### src/tma_pkg.sv
package tma_pkg;

  localparam int FIELD_W              = 24;
  localparam int AXIS_COUNT           = 3;
  localparam int RATE_W               = 10;
  localparam int MAXW_W               = 6;
  localparam int CFG_IDX_W            = 1;
  localparam int CFG_DATA_W           = RATE_W;
  localparam int DEFAULT_WINDOW_DEPTH = 32;

  localparam logic [RATE_W-1:0] MIN_AVG_RATE     = RATE_W'(2);
  localparam logic [MAXW_W-1:0] MAX_WINDOW_RESET = MAXW_W'(20);

  localparam logic [CFG_IDX_W-1:0] CFG_SAMPLE_RATE = 1'b0;
  localparam logic [CFG_IDX_W-1:0] CFG_MAX_WINDOW  = 1'b1;

  typedef logic signed [FIELD_W-1:0] field_t;

endpackage

### src/tma_div.sv
module tma_div import tma_pkg::*; #(
  parameter int SUM_W = FIELD_W + 5,
  parameter int DIV_W = 6
) (
  input  logic                    clk_i,
  input  logic                    rst_ni,
  input  logic                    start_i,
  input  logic signed [SUM_W-1:0] dividend_i,
  input  logic [DIV_W-1:0]        divisor_i,
  output logic                    done_o,
  output field_t                  quotient_o
);

  localparam int CNT_W = $clog2(SUM_W + 1);

  logic             busy_q;
  logic             done_q;
  logic             neg_q;
  logic [CNT_W-1:0] cnt_q;
  logic [DIV_W-1:0] den_q;
  logic [DIV_W-1:0] rem_q;
  logic [SUM_W-1:0] quo_q;

  logic [SUM_W-1:0] mag;
  logic [DIV_W:0]   trial;
  logic             fits;
  logic [DIV_W:0]   diff;
  logic [SUM_W-1:0] signed_quo;

  assign mag   = dividend_i[SUM_W-1] ? (~dividend_i + 1'b1) : dividend_i;
  assign trial = {rem_q, quo_q[SUM_W-1]};
  assign fits  = trial >= {1'b0, den_q};
  assign diff  = trial - {1'b0, den_q};

  // restoring divide on the magnitude, one quotient bit a cycle
  always_ff @(posedge clk_i or negedge rst_ni) begin
    if (!rst_ni) begin
      busy_q <= 1'b0;
      done_q <= 1'b0;
      neg_q  <= 1'b0;
      cnt_q  <= '0;
      den_q  <= '0;
      rem_q  <= '0;
      quo_q  <= '0;
    end else begin
      done_q <= !start_i && busy_q && (cnt_q == CNT_W'(1));
      if (start_i) begin
        busy_q <= 1'b1;
        neg_q  <= dividend_i[SUM_W-1];
        cnt_q  <= CNT_W'(SUM_W);
        den_q  <= divisor_i;
        rem_q  <= '0;
        quo_q  <= mag;
      end else if (busy_q) begin
        rem_q <= fits ? diff[DIV_W-1:0] : trial[DIV_W-1:0];
        quo_q <= {quo_q[SUM_W-2:0], fits};
        cnt_q <= cnt_q - 1'b1;
        if (cnt_q == CNT_W'(1)) begin
          busy_q <= 1'b0;
        end
      end
    end
  end

  assign signed_quo = neg_q ? (~quo_q + 1'b1) : quo_q;
  assign quotient_o = signed_quo[FIELD_W-1:0];
  assign done_o     = done_q;

endmodule

### src/three_axis_moving_average.sv
// Three-axis moving average. Each item is one x/y/z sample (signed, 8 fraction bits);
// each result is the per-axis mean over the last W samples, W = min(sample rate,
// max_window) clamped to 1..WINDOW_DEPTH, truncated toward zero. While the window
// fills, the mean is over the samples taken so far. A sample rate below 2 passes
// samples through unchanged, and a change of W restarts the window. The three means
// share one restoring divider that yields one bit a cycle on sums of SUM_W =
// 24+clog2(WINDOW_DEPTH) bits. The next item is accepted only once the previous
// result has been loaded into the output register, but it may be accepted while
// that result still waits on a stalled output.
module three_axis_moving_average import tma_pkg::*; #(
  parameter int WINDOW_DEPTH = DEFAULT_WINDOW_DEPTH
) (
  input  logic                  clk_i,
  input  logic                  rst_ni,
  input  logic                  cfg_valid_i,
  output logic                  cfg_ready_o,
  input  logic [CFG_IDX_W-1:0]  cfg_index_i,
  input  logic [CFG_DATA_W-1:0] cfg_data_i,
  input  logic                  in_valid_i,
  output logic                  in_stall_o,
  input  field_t                sample_x_i,
  input  field_t                sample_y_i,
  input  field_t                sample_z_i,
  output logic                  out_valid_o,
  input  logic                  out_stall_i,
  output field_t                mean_x_o,
  output field_t                mean_y_o,
  output field_t                mean_z_o
);

  localparam int SLOT_W = $clog2(WINDOW_DEPTH);
  localparam int AW_W   = $clog2(WINDOW_DEPTH + 1);
  localparam int SUM_W  = FIELD_W + SLOT_W;
  localparam int ENT_W  = AXIS_COUNT * FIELD_W;
  localparam int AX_W   = $clog2(AXIS_COUNT);

  typedef enum logic [2:0] {
    S_IDLE,
    S_READ,
    S_UPDATE,
    S_DIV_GO,
    S_DIV_WAIT,
    S_FINISH
  } state_e;

  state_e                  state_q;
  logic [RATE_W-1:0]       rate_q;
  logic [MAXW_W-1:0]       maxw_q;
  logic [AW_W-1:0]         active_q;
  logic [AW_W-1:0]         fill_q;
  logic [SLOT_W-1:0]       evict_q;
  logic                    full_q;
  logic [AX_W-1:0]         ax_q;
  logic signed [SUM_W-1:0] sum_q [AXIS_COUNT];
  field_t                  in_q  [AXIS_COUNT];
  field_t                  res_q [AXIS_COUNT];
  field_t                  out_q [AXIS_COUNT];
  logic                    out_valid_q;

  logic [ENT_W-1:0]        ring_q [WINDOW_DEPTH];
  logic [ENT_W-1:0]        rd_q;

  logic [MAXW_W-1:0]       win_min;
  logic [MAXW_W-1:0]       win_nz;
  logic [AW_W-1:0]         win;
  logic                    in_acc;
  logic                    out_free;
  logic [SLOT_W:0]         evict_inc;
  logic                    div_start;
  logic                    div_done;
  field_t                  div_quo;

  assign cfg_ready_o = 1'b1;

  always_ff @(posedge clk_i or negedge rst_ni) begin
    if (!rst_ni) begin
      rate_q <= '0;
      maxw_q <= MAX_WINDOW_RESET;
    end else if (cfg_valid_i) begin
      unique case (cfg_index_i)
        CFG_SAMPLE_RATE: rate_q <= cfg_data_i;
        CFG_MAX_WINDOW:  maxw_q <= cfg_data_i[MAXW_W-1:0];
        default:         ;
      endcase
    end
  end

  always_comb begin
    win_min = (rate_q > {{(RATE_W-MAXW_W){1'b0}}, maxw_q}) ? maxw_q : rate_q[MAXW_W-1:0];
    win_nz  = (win_min == '0) ? MAXW_W'(1) : win_min;
    win     = (int'(win_nz) > WINDOW_DEPTH) ? AW_W'(WINDOW_DEPTH) : AW_W'(win_nz);
  end

  assign in_stall_o = (state_q != S_IDLE);
  assign in_acc     = in_valid_i && !in_stall_o;
  assign out_free   = !out_valid_q || !out_stall_i;
  assign evict_inc  = {1'b0, evict_q} + 1'b1;
  assign div_start  = (state_q == S_DIV_GO);

  // ring memory, read in the state just before the update
  always_ff @(posedge clk_i) begin
    if (state_q == S_READ) begin
      rd_q <= ring_q[evict_q];
    end
    if (state_q == S_UPDATE) begin
      ring_q[evict_q] <= {in_q[2], in_q[1], in_q[0]};
    end
  end

  always_ff @(posedge clk_i or negedge rst_ni) begin
    if (!rst_ni) begin
      state_q     <= S_IDLE;
      active_q    <= '0;
      fill_q      <= '0;
      evict_q     <= '0;
      full_q      <= 1'b0;
      ax_q        <= '0;
      out_valid_q <= 1'b0;
      for (int a = 0; a < AXIS_COUNT; a++) begin
        sum_q[a] <= '0;
        in_q[a]  <= '0;
        res_q[a] <= '0;
        out_q[a] <= '0;
      end
    end else begin
      // the finish state reloads the output itself
      if (out_valid_q && !out_stall_i && (state_q != S_FINISH)) begin
        out_valid_q <= 1'b0;
      end
      unique case (state_q)
        S_IDLE: begin
          if (in_acc) begin
            in_q[0] <= sample_x_i;
            in_q[1] <= sample_y_i;
            in_q[2] <= sample_z_i;
            if (rate_q < MIN_AVG_RATE) begin
              res_q[0] <= sample_x_i;
              res_q[1] <= sample_y_i;
              res_q[2] <= sample_z_i;
              state_q  <= S_FINISH;
            end else begin
              // new window length restarts the average
              if (win != active_q) begin
                active_q <= win;
                fill_q   <= '0;
                evict_q  <= '0;
                for (int a = 0; a < AXIS_COUNT; a++) begin
                  sum_q[a] <= '0;
                end
              end
              state_q <= S_READ;
            end
          end
        end
        S_READ: begin
          full_q <= !(fill_q < active_q);
          if (fill_q < active_q) begin
            fill_q <= fill_q + 1'b1;
          end
          state_q <= S_UPDATE;
        end
        S_UPDATE: begin
          for (int a = 0; a < AXIS_COUNT; a++) begin
            sum_q[a] <= sum_q[a]
                      - (full_q ? {{(SUM_W-FIELD_W){rd_q[a*FIELD_W+FIELD_W-1]}},
                                   rd_q[a*FIELD_W +: FIELD_W]} : SUM_W'(0))
                      + {{(SUM_W-FIELD_W){in_q[a][FIELD_W-1]}}, in_q[a]};
          end
          evict_q <= (evict_inc >= (SLOT_W+1)'(active_q)) ? '0 : evict_inc[SLOT_W-1:0];
          ax_q    <= '0;
          state_q <= S_DIV_GO;
        end
        S_DIV_GO: begin
          state_q <= S_DIV_WAIT;
        end
        S_DIV_WAIT: begin
          if (div_done) begin
            res_q[ax_q] <= div_quo;
            if (ax_q == AX_W'(AXIS_COUNT - 1)) begin
              state_q <= S_FINISH;
            end else begin
              ax_q    <= ax_q + 1'b1;
              state_q <= S_DIV_GO;
            end
          end
        end
        S_FINISH: begin
          if (out_free) begin
            out_valid_q <= 1'b1;
            for (int a = 0; a < AXIS_COUNT; a++) begin
              out_q[a] <= res_q[a];
            end
            state_q <= S_IDLE;
          end
        end
        default: state_q <= S_IDLE;
      endcase
    end
  end

  tma_div #(
    .SUM_W(SUM_W),
    .DIV_W(AW_W)
  ) u_div (
    .clk_i     (clk_i),
    .rst_ni    (rst_ni),
    .start_i   (div_start),
    .dividend_i(sum_q[ax_q]),
    .divisor_i (fill_q),
    .done_o    (div_done),
    .quotient_o(div_quo)
  );

  assign out_valid_o = out_valid_q;
  assign mean_x_o    = out_q[0];
  assign mean_y_o    = out_q[1];
  assign mean_z_o    = out_q[2];

  a_fill_bound: assert property (@(posedge clk_i) disable iff (!rst_ni)
    fill_q <= active_q)
    else $error("fill count beyond window");

  a_evict_bound: assert property (@(posedge clk_i) disable iff (!rst_ni)
    (active_q == '0) || ({1'b0, evict_q} < (SLOT_W+1)'(active_q)))
    else $error("eviction slot outside window");

  a_div_done_state: assert property (@(posedge clk_i) disable iff (!rst_ni)
    div_done |-> (state_q == S_DIV_WAIT))
    else $error("divider finished outside wait state");

  a_busy_after_accept: assert property (@(posedge clk_i) disable iff (!rst_ni)
    in_acc |=> in_stall_o)
    else $error("input not stalled after item accepted");

  a_divisor_nonzero: assert property (@(posedge clk_i) disable iff (!rst_ni)
    div_start |-> (fill_q != '0))
    else $error("divide started with empty window");

endmodule

### config.mk
export PLATFORM = sky130hd
export DESIGN_NAME = three_axis_moving_average
export DESIGN_NICKNAME = d
export VERILOG_FILES = /design/src/tma_pkg.sv /design/src/tma_div.sv /design/src/three_axis_moving_average.sv
export SDC_FILE = /design/constraint.sdc
export NUM_CORES = 2
export LEC_CHECK = 0
export BUFFER_PORTS_ARGS = -buffer_cell sky130_fd_sc_hd__buf_2
export CAP_MARGIN = 20
export CORE_MARGIN = 2
export CORE_UTILIZATION = 40
export CTS_CLUSTER_DIAMETER = 120
export DETAILED_ROUTE_END_ITERATION = 8
export PLACE_DENSITY = 0.56
export SETUP_SLACK_MARGIN = 0.15
export SLEW_MARGIN = 40
export SYNTH_ARGS = -nofsm -noshare
export SYNTH_HDL_FRONTEND = slang
export SYNTH_SLANG_ARGS = --single-unit
### constraint.sdc
create_clock -name clk_i -period 5.2 [get_ports clk_i]
set_clock_uncertainty 0.1 [all_clocks]
set_input_delay 0.26 -clock clk_i [delete_from_list [all_inputs] [get_ports clk_i]]
set_output_delay 0.26 -clock clk_i [all_outputs]
set_load 0.01 [all_outputs]
After elaboration in Yosys (flattened, before gate mapping)
Memories as Yosys holds them, arrays and structs flattened. A register that Yosys moved wholly into a read port is not among the register bits.
Index checks and enable logic that the tools add are counted.
- $add $sub $neg: 13
- magnitude comparators: 8
- equality and inequality tests: 17
- muxes and demuxes: 56
- bitwise gates (word level): 5
- reduce and logical (&&, ||, !) cells: 30
- operators with widths (operator ; number):
    $mux W87 ; 3
    $mux W29 ; 8
    $mux W72 ; 3
    $pmux W87 S2 ; 1
    $pmux W72 S2 ; 1
    $add A29 B29 Y29 ; 3
    $sub A29 B29 Y29 ; 3
    $bwmux W72 ; 1
    $mux W6 ; 10
    $bmux W29 S2 ; 1
    $demux W24 S2 ; 1
    $mux W24 ; 2
    $mux W5 ; 6
    $add A29 B1 Y29 const B ; 1
    $not A29 Y29 ; 1
    $add A24 B1 Y24 const B ; 1
    $not A24 Y24 ; 1
    $pmux W3 S6 ; 1
    $mux W3 ; 5
    $ne A2 B2 Y1 const B ; 6
    $pmux W6 S2 ; 1
    $reduce_and A4 Y1 ; 3
    $gt A10 B6 Y1 ; 1
    $lt A10 B2 Y1 const B ; 1
    35 further kinds ; 64
- register bits after elaboration: 392
- memory bits (writable): 2304
- bits of input ports: 88
- output and inout port bits: 75
- memories kept: 1
- memories (memory ; words ; width ; rd ports ; clocked after Yosys merged registers in ; wr ports ; line ; text):
    ring_q ; 32 ; 72 ; 1 ; 1 ; 1 ; three_axis_moving_average.sv:60 ; logic [ENT_W-1:0] ring_q [WINDOW_DEPTH];

Logic depth before layout (Yosys ltp)
- depth in word-level cells: 11
- gate-level depth with buffers: 16

Cells and area by module
Synthesis repeated with hierarchy kept, for this count alone.
- cell total of the unflattened synthesis: 6405
- area, all modules: 113797.9 um^2
- modules (own cells, without submodules) (module ; instances ; cells each ; area an instance (um^2) ; sequential area each (um^2)):
    three_axis_moving_average ; 1 ; 5995 ; 110159.4 ; 79934.2
    tma_div ; 1 ; 410 ; 3638.5 ; 1226.2

Least setup slack after synthesis
OpenSTA, ideal clock, no wires.
- path kind: register to register
- start: register evict_q[0]
- end: memory ring_q[0][0] in the netlist's numbering (enable)
- setup time: 0.503 ns
- arrival: 4.635 ns
- required time: 4.597 ns
- slack: -0.038 ns
- cell stages (with the launch flop): 8
- buffers on the path: 3
- path through: dfrtp_1 > clkbuf_1 > buf_2 > buf_1 > inv_1 > ha_1 > nand2_1 > nor2_1
- RTL lines (element ; line ; text):
    start: declaration ; three_axis_moving_average.sv:51 ; logic [SLOT_W-1:0] evict_q;
    start signal: assignment ; three_axis_moving_average.sv:169 ; evict_q <= (evict_inc >= (SLOT_W+1)'(active_q)) ? '0 : evict_inc[SLOT_W-1:0];
    end: declaration ; three_axis_moving_average.sv:60 ;
Straight into the memory's write port.

Worst setup path after layout
- start: register full_q
- end: register sum_q[84] in the netlist's numbering
- cells in the longest elaborated chain, start to end: 4
- RTL lines (element ; line ; text):
    start: declaration ; three_axis_moving_average.sv:52 ; logic full_q;
    start signal: assignment ; three_axis_moving_average.sv:156 ; full_q <= !(fill_q < active_q);
    $mux W29 ; three_axis_moving_average.sv:165 ; - (full_q ? {{(SUM_W-FIELD_W){rd_q[a*FIELD_W+FIELD_W-1]}},
    $sub A29 B29 Y29 ; three_axis_moving_average.sv:165 ;
    $add A29 B29 Y29 ; three_axis_moving_average.sv:167 ; + {{(SUM_W-FIELD_W){in_q[a][FIELD_W-1]}}, in_q[a]};
    $pmux W87 S2 ; three_axis_moving_average.sv:130 ; unique case (state_q)
    end signal: indexed assignment ; three_axis_moving_average.sv:164 ; sum_q[a] <= sum_q[a]
    end: declaration ; three_axis_moving_average.sv:54 ; logic signed [SUM_W-1:0] sum_q [AXIS_COUNT];
Every way passes these cells.
A chain may end at the register's enable or synchronous reset.

==> impl_metrics.ini <==
[worst_hold_path]
min-delay-start = cfg_data_i[3]
holdPathEnd = rate_q[3]
worstHoldPathType = in2reg
holdPathStages = 3

[power]
leakage_power_nw = 51.8
total_power_per_unit_cell_area_nw_per_um2 = 337
vdd_ir_drop_max_uv = 218

[finish]
fin_nets = 7138
layout_utilization = 0.465
fin_area_sq_um = 131000
share_of_post_route_cells_with_drive_strength_above_1 = 0.222
syn_to_final_growth_pct = 15.5

[critical_path]
critical_path.reg2reg.endpoint = sum_q[84]
cell_count_of_the_worst_reg_to_reg_path = 14
critPathKind = reg2reg
critPathArrivalTime_ps = 5220
worst_r2r_startpoint = full_q
timing.critical_path.to_type = register
worstSetupStartpointType = register
critical_path_required_time_ps = 5820
path_max_fanout = 38
register_to_register_setup_slack_ps = 610

[floorplan]
initial_util = 0.402
fp.dieArea_sq_um = 288000
core_region_area_sq_um = 283000
fp-row-count = 195
floorplan.die.height_microns = 537
io_pins = 163
floorplan.die.width_microns = 537

[placement]
dp_worst_setup_slack_ps = 656
place.port_buffers = 161
detailed_place.area_sq_um = 121000
dp.final_hpwl_mm = 192
gpl.final_weighted_congestion = 0.895

[drt]
detail-route-antenna-nets = 0
detail_route.vias_per_cell = 5.84
remaining_drc_errors = 0
detailedRoute.firstIterationViolations = 7777
drtPass1Iterations = 7
wl_per_cell_microns = 31.3
dr_total_vias = 63200
totalWireLength_mm = 339

[timing]
period_minus_slack_ps = 4590
slew-limit-headroom = 0.349
worst_setup_margin_ps = 608
grt_setup_unrepaired = false
finalSetupViolCount = 0
final_max_slew_viol_count = 0
timing_worst_slew_pin_value_ps = 976
final_min_period_over_clock_period = 0.883
achievable-frequency_mhz = 218
final-hold-violation-count = 0

[run_status]
result_of_the_run = completed

[logic_synthesis]
dominantRegCellSynth = edfxtp_1
total_nets_after_synthesis = 6663
ys_types = 85
most_frequent_cell_after_synthesis = edfxtp_1
synth_area_leaders = edfxtp_1 (63%), mux4_2 (11%), dfrtp_1 (8.6%)
synth.avg_cell_area_sq_um = 17.8
synthTopCellsByCount = edfxtp_1 (2376), mux4_2 (576), dfrtp_1 (390), inv_1 (382), a22oi_1 (332)
synth_area_leader_cell = edfxtp_1
ys_warn_count = 0
yosys_reg_bits = 2768
synth-edff-count = 2376
netlist.area_leader.share = 0.628
area_of_the_mapped_netlist_sq_um = 114000
gate_count_after_technology_mapping = 6368
ys_seq_area_frac = 0.714
asyncSetResetFlopFracSynth = 0.142

[global_routing]
antenna_found_initial = 11
grt.busiest_layer = met2
grt_pass1_vias = 62500
grt.met2_usage = 0.363
grt_total_ovfl = 0
global_route.usage.met3 = 0.0358
grt_start_max_net_pins = 159
grt_pass1_wl_mm = 476
grt.met1_usage = 0.337
overall_global_routing_resource_usage = 0.232

[clock_tree]
cts_resized = 0
cts_htree_levels = 5
cts-buffers-inserted = 292
cts_tree = built
clock_sinks = 2768
clockBufferDepth = 4
post_cts.repair.setup_buffers = 0
cts.hold.buffers_added = 101
clock_latency_of_the_later_clocked_register_in_the_worst_skew_pair_ps = 870
cts.clk_slew.worst_paths_ps = 60
root_buffer = clkbuf_16

[job]
cap_viol_max_count = 0
==> critical path, cell delays in order, from the launching register on <==
cell and delay, ps:
dfrtp_4 480, buf_4 270, and2_1 210, fa_1 470, inv_1 40, ha_1 320
o21ai_0 240, o21ai_0 150, a2111oi_0 640, o311ai_1 360, and2_1 280, o41ai_2 390
o21ai_0 180, xnor2_1 190, o22ai_1 110
==> worst max-delay path by stage <==
| stage | end | slack, ps | start | depth (start not counted) |
|---|---|---|---|---|
| after floorplan | ring_q[0][0] | -40 | evict_q[0] | 7 |
| after global placement | sum_q[84] | 740 | full_q | 14 |
| after detailed placement | sum_q[84] | 660 | full_q | 14 |
| after CTS | sum_q[84] | 620 | full_q | 14 |
| after global routing | sum_q[84] | 190 | full_q | 14 |
| final | sum_q[84] | 610 | full_q | 14 |
==> layout by cell type, fill, tap and decap left out, types with 65 or more instances in the layout <==
master         Yosys  layout
nor2_1           179     145
a21oi_1          123     121
clkbuf_16          0     297
a22oi_1          332     332
buf_4              6     149
mux2i_1           65      65
fa_1              85      85
mux4_2           576     576
buf_2              9     160
clkinv_1           0      68
o21ai_0          251     251
dfrtp_1          390     385
dlygate4sd3_1      0     100
inv_1            382     382
nand2_1          316     313
and2_1            80      78
edfxtp_1        2376    2376
xnor2_1           80      80
buf_12             0      74
nand4_1           84      84
ha_1             122     122
mux2_2            91      91
==> per-layer routing <==
layer	vias to the layer above	wire length, microns
li1	26100	-
met1	33800	145000
met2	2797	157000
met3	497	25900
met4	0	10900
met5	-	0
==> flip-flops by register name (all words and copies together) (netlist names), 10 cells and up <==
signal       cells
in_q            72
mean_x_o        24
mean_y_o        24
mean_z_o        24
rate_q          10
rd_q            72
res_q           72
ring_q        2304
sum_q           87
u_div.quo_q     29
==> cell type report <==
type	count	area, sq um
flip-flops and latches	2768	81200
inverters	382	1430
fillers	23900	151000
clock buffers	369	7790
clock inverters	146	1190
multi-input cells	2896	30100
well taps	3743	4680
repair buffers	503	4840
diodes	6	15.0
==> logic make-up (layout without fill, tap and decap cells) <==
kind of cell / count (synthesis) / after routing / share of synthesized area
xor+xnor: 137 / 137 / 0.0106
fa+ha+maj: 207 / 207 / 0.0284
mux: 733 / 733 / 0.129
flops: 2768 / 2768 / 0.714
simple gates: 809 / 809 / 0.0336
other cells: 1 / 7 / 0.0000330
compound gates: 1009 / 1009 / 0.0602
buf+inv: 704 / 1400 / 0.0240
==> metrics by stage <==
stage | std cells | hold WS (ps) | total power [mW] | TNS, ps
after floorplan | 6368 | -136 | 24.4 | -43670
after global placement | 10200 | 199 | 24.5 | 0
after detailed placement | 10200 | 208 | 24.5 | 0
after CTS | 10800 | 52.2 | 44.5 | 0
after global routing | 10800 | 104 | 45.4 | 0
final | 10800 | 101 | 44.2 | 0
==> power by group <==
group          switching (mW)  total [mW]  internal [mW]
clock                    8.58        20.0           11.5
sequential             0.0222        23.8           23.8
combinational           0.179       0.318          0.139
(Power assumes the default switching activity.)
